File: config.mk
export PLATFORM = sky130hd
export DESIGN_NAME = tccw_ctrl
export DESIGN_NICKNAME = d
export VERILOG_FILES = /design/src/tccw_pkg.sv /design/src/tccw_ctrl.sv
export SDC_FILE = /design/constraint.sdc
export NUM_CORES = 1
export LEC_CHECK = 0
export ABC_AREA = 1
export BUFFER_PORTS_ARGS = -buffer_cell sky130_fd_sc_hd__buf_2
export CELL_PAD_IN_SITES_DETAIL_PLACEMENT = 1
export CELL_PAD_IN_SITES_GLOBAL_PLACEMENT = 2
export CORE_AREA = 2 2 39 41
export CTS_BUF_LIST = sky130_fd_sc_hd__clkbuf_8
export CTS_CLUSTER_DIAMETER = 200
export DETAILED_ROUTE_END_ITERATION = 8
export DIE_AREA = 0 0 41 43
export PLACE_DENSITY = 0.8
export SKIP_LAST_GASP = 1
export SYNTH_ARGS = -nofsm -noshare
export SYNTH_HDL_FRONTEND = slang
export SYNTH_SLANG_ARGS = --single-unit
File: constraint.sdc
create_clock -name clock -period 1.3 [get_ports clock]
set_input_delay 0.26 -clock clock [delete_from_list [all_inputs] [get_ports clock]]
set_output_delay 0.26 -clock clock [all_outputs]
set_load 0.01 [all_outputs]
File: src/tccw_pkg.sv
// Shared constants, payload types and controller command codes of the text console writer.
package tccw_pkg;

   localparam int COLUMNS       = 80;
   localparam int SCROLL_ROW    = 24;
   localparam int CELL_COUNT    = COLUMNS * (SCROLL_ROW + 1);
   localparam int COPY_COUNT    = (SCROLL_ROW - 1) * COLUMNS;
   localparam int LAST_ROW_BASE = (SCROLL_ROW - 1) * COLUMNS;
   localparam int SCROLL_BASE   = SCROLL_ROW * COLUMNS;

   localparam int CELL_W   = $clog2(CELL_COUNT);
   localparam int COL_W    = $clog2(COLUMNS);
   localparam int ROW_W    = $clog2(SCROLL_ROW + 1);
   localparam int DATA_W   = 16;
   localparam int ATTR_W   = 8;
   localparam int CHAR_W   = 9;
   localparam int INDEX_W  = 11;
   localparam int CURSOR_W = 11;

   localparam logic [ATTR_W-1:0] ATTR_RESET     = 8'h07;
   localparam logic [CHAR_W-1:0] CODE_NEWLINE   = 9'd10;
   localparam logic [CHAR_W-1:0] CODE_BACKSPACE = 9'h100;
   localparam logic [7:0]        BLANK_CHAR     = 8'h20;

   localparam logic CMD_PUT  = 1'b0;
   localparam logic CMD_READ = 1'b1;

   typedef struct packed {
      logic                command;
      logic [CHAR_W-1:0]   char_code;
      logic [INDEX_W-1:0]  cell_index;
   } req_type;

   typedef struct packed {
      logic [CURSOR_W-1:0] cursor_pos;
      logic [DATA_W-1:0]   read_data;
      logic                scrolled;
   } rsp_type;

   typedef enum logic [2:0] {
      DP_IDLE,
      DP_LOAD,
      DP_EXEC,
      DP_CLEAR_ALL,
      DP_COPY,
      DP_CLEAR_ROW,
      DP_BLANK,
      DP_READ_RESP
   } dp_op_type;

   typedef struct packed {
      dp_op_type op;
   } ctrl_cmd_type;

   typedef struct packed {
      logic is_read;
      logic need_scroll;
      logic all_last;
      logic copy_last;
      logic row_last;
   } dp_status_type;

endpackage

File: src/tccw_ctrl.sv
// Controller state machine sequencing puts, reads, scroll copies and clearing sweeps.
module tccw_ctrl
   import tccw_pkg::*;
(
   input  logic          clock,
   input  logic          reset,
   input  logic          start,
   output logic          busy,
   output logic          rsp_valid,
   output ctrl_cmd_type  cmd,
   input  dp_status_type status
);

   typedef enum logic [2:0] {
      ST_CLEAR,
      ST_IDLE,
      ST_EXEC,
      ST_RDATA,
      ST_COPY,
      ST_CLR_ROW,
      ST_BLANK
   } state_type;

   state_type state_ff, state_in;
   logic      rsp_valid_ff, rsp_valid_in;

   always_comb begin
      state_in     = state_ff;
      rsp_valid_in = 1'b0;
      cmd.op       = DP_IDLE;
      case (state_ff)
         ST_CLEAR: begin
            cmd.op = DP_CLEAR_ALL;
            if (status.all_last) begin
               state_in = ST_IDLE;
            end
         end
         ST_IDLE: begin
            if (start) begin
               cmd.op   = DP_LOAD;
               state_in = ST_EXEC;
            end
         end
         ST_EXEC: begin
            cmd.op = DP_EXEC;
            if (status.is_read) begin
               state_in = ST_RDATA;
            end else if (status.need_scroll) begin
               state_in = ST_COPY;
            end else begin
               state_in = ST_BLANK;
            end
         end
         ST_RDATA: begin
            cmd.op       = DP_READ_RESP;
            rsp_valid_in = 1'b1;
            state_in     = ST_IDLE;
         end
         ST_COPY: begin
            cmd.op = DP_COPY;
            if (status.copy_last) begin
               state_in = ST_CLR_ROW;
            end
         end
         ST_CLR_ROW: begin
            cmd.op = DP_CLEAR_ROW;
            if (status.row_last) begin
               state_in = ST_BLANK;
            end
         end
         ST_BLANK: begin
            cmd.op       = DP_BLANK;
            rsp_valid_in = 1'b1;
            state_in     = ST_IDLE;
         end
         default: begin
            state_in = ST_IDLE;
         end
      endcase
   end

   always_ff @(posedge clock) begin
      if (reset) begin
         state_ff     <= ST_CLEAR;
         rsp_valid_ff <= 1'b0;
      end else begin
         state_ff     <= state_in;
         rsp_valid_ff <= rsp_valid_in;
      end
   end

   assign busy      = (state_ff != ST_IDLE);
   assign rsp_valid = rsp_valid_ff;

endmodule

==> summary.md <==
* **status** finished with violations
* **failing checks** negative setup slack
* **share of cells above drive strength 1** 0.524
* **overall global routing resource usage** 0.107
* **vertical extent of the die** 43 µm
* **relative area change from synthesis to final layout** 67.6%
* **remaining max-slew budget at the tightest pin** 0.924
* **mean area per synthesized cell** 6.43 µm²
* **effective utilization at floorplan** 0.195
* **cell area after technology mapping** 270 µm²
* **worst-margin pin slew** 113 ps
* **area of combinational cells with multiple inputs** 170 µm²
* **clock sink count** 4
* **reg-to-reg setup timing slack** 260 ps
* **total congestion overflow** 0
* **Maximum Capacitance Violations** 0
* **RSZ-0062 raised after global routing** yes
* **Max Slew Vio Count** 0
* **adder-cell share of the synthesized area** 0
* **num rows** 14
* **chip width** 41 µm
* **portion of netlist area occupied by mux cells** 0
* **sort of element at the start of the critical path** flop
* **family of cells with the greatest summed delay on the critical path** flip-flops
* **storage element area** 88.8 µm²
* **Inserted Clock Buffers** 3
* **Synth Area in Compound Gates** 0.111
* **gate count after technology mapping** 42
* **first-pass GRT wire length** 1.24 mm
* **fill cell count** 182
* **number of hold buffers added after CTS** 0
* **Synth Area in Simple Gates** 0.509
* **total placed instance area** 365 µm²
* **combinational family with the most area after synthesis** simple AND/OR/NAND/NOR gates
* **Critical R2R Capture** state_ff[0]
* **Clock Tree Root** sky130_fd_sc_hd__clkbuf_8
* **CP Max Fanout** 4
* **hold path endpoint** rsp_valid
* **number of library cell types mapped by synthesis** 15
* **largest net degree at the start of global routing** 10
* **post-place setup slack** 69.9 ps
* **number of input and output port buffers inserted** 12
* **beginning of the worst register-to-register path** state_ff[1]
* **CTS clock-pin slew for the worst setup and hold paths** 30 ps
* **number of antenna diodes** 0
* **ordered list of cells on the worst path** inv_4 > nand2_2 > o21a_1 > o21ai_0 > buf_2
* **Final Cycle Share** 1.03
* **routed length per placed instance** 10.2 µm
* **number of levels in the clock H-tree** 1
* **utilization after layout** 0.327
* **Placer Congestion** 0.753
* **Setup Skew** 1.98 ps
* **Critical Setup Path Class** flop to primary output
* **synthesized net count** 50
* **number of vias per cell** 4.19
* **initial antenna violation count** 0
* **required time of the critical path** 1040 ps
* **maximum buffer depth of the clock tree** 2
* **share of the synthesized netlist area taken by xor and xnor gates** 0
* **kind of path behind the tightest hold check** input port to flop
* **count of yosys warnings during synthesis** 0
* **delay of the slowest cell on the worst path** 350 ps
* **worst hold slack** 239 ps
* **Cells on Worst Hold Path** 2
* **residual DRC count** 0
* **Seq cells post-synth** 4
* **routed wire length** 803 µm
* **nets@finish** 73
* **count of pins on the block boundary** 13
* **sequential share of the synthesized area** 0.296
* **Final Hold Violating Endpoints** 0
* **remaining antenna violation count** 0
* **number of global-route vias before repair** 330
* **Max rail drop VDD** 0.601 mV
* **post-route design area** 453 µm²
* **vias post-DR** 331
* **nature of the critical path endpoint** primary output
* **clock latency reported for the late side of the worst-skew pair** 210 ps
* **shortest clock period the worst path allows after layout** 1350 ps
* **Final Setup Violations** 3
* **Power Dens Cells** 1920 nW/µm²
* **Worst EP arrival** 1090 ps
* **Worst Reg2Reg Path Length in Cells** 6
* **Overall Power** 0.868 mW
* **Worst Path Buf+Inv** 2
* **die outline area** 1760 µm²
* **achievable clock frequency** 743 MHz
* **Core Area** 1380 µm²
* **launch instance of the worst min-delay path** reset
* **CTS tree** done
* **DR iter-0 viols** 1
* **HPWL after DPL** 604 µm
* **slowest cell on the critical path** sky130_fd_sc_hd__dfxtp_4
* **leakage power summed over all cells** 0.226 nW
* **Final WS setup** -45.4 ps
* **Pre-Repair DR Iteration Count** 4
per-stage QoR:
| stage | cells | setup TNS [ps] |
|---|---|---|
| 3_5_place_dp | 72 | 0 |
| 2_1_floorplan | 42 | 0 |
| 6_report | 79 | -101 |
| 3_3_place_gp | 72 | 0 |
| 5_1_grt | 79 | -381 |
| 4_1_cts | 78 | -190 |
layout by cell type (no fill, tap or decap), drive strengths merged:
master and count:
a21boi 1, a21oi 1, buf 18, clkbuf 3, dfxtp 4, inv 6
nand2 7, nand3 5, nand4 1, nor2 14, o21a 1, o21ai 2
cells by family after synthesis:
logic type / Yosys count
AO/OA/AOI/OAI: 5
buffers and inverters: 6
flip-flops: 4
AND/OR/NAND/NOR: 27
layer usage:
layer  up-vias  wire length, µm  track usage
met5         -                0            0
met1       144              331        0.125
met4         0                0        0.100
li1        177                -            -
met2        10              434        0.156
met3         0               37       0.0157
how the worst max path moves through the flow:
stage / to / depth (start not counted) / from
6_report: cmd[2] / 5 / state_ff[0]
4_1_cts: cmd[0] / 5 / state_ff[0]
2_1_floorplan: cmd[0] / 3 / state_ff[1]
5_1_grt: cmd[1] / 5 / state_ff[0]
3_5_place_dp: cmd[2] / 4 / state_ff[1]
3_3_place_gp: cmd[2] / 4 / state_ff[1]
layout make-up:
class,count,share of cell area
flip-flops and latches,4,0.196
inverters,6,0.0608
clock buffers,3,0.0912
multi-input cells,32,0.376
well taps,16,0.0442
repair buffers,18,0.232
flip-flops by register name (all words and copies together), names as in the netlist:
| signal | count |
|---|---|
| rsp_valid | 1 |
| state_ff | 3 |
synthesized netlist by cell type (all sizes together):
cell type	n	area, µm²
inv	6	22.5
a21boi	1	7.51
nand4	1	6.26
nor2	14	65.1
nand2	7	26.3
o21ai	2	10.0
o21a	1	7.51
a21oi	1	5.00
dfxtp	4	80.1
nand3	5	40.0
where the power goes:
group          internal (mW)  switching, mW  total [mW]  leakage [nW]
registers              0.165         0.0427       0.208        0.0345
logic                  0.190          0.216       0.406         0.170
clock network          0.197         0.0573       0.254        0.0216
total                  0.552          0.316       0.868         0.226
repair_timing:
action | CTS | global route
setup buffers | 3 | 1
gates resized for setup | 8 | 1
endpoints found under the setup margin | 4 | 4
pin swaps | 3 | 3
(Power assumes the default switching activity.)
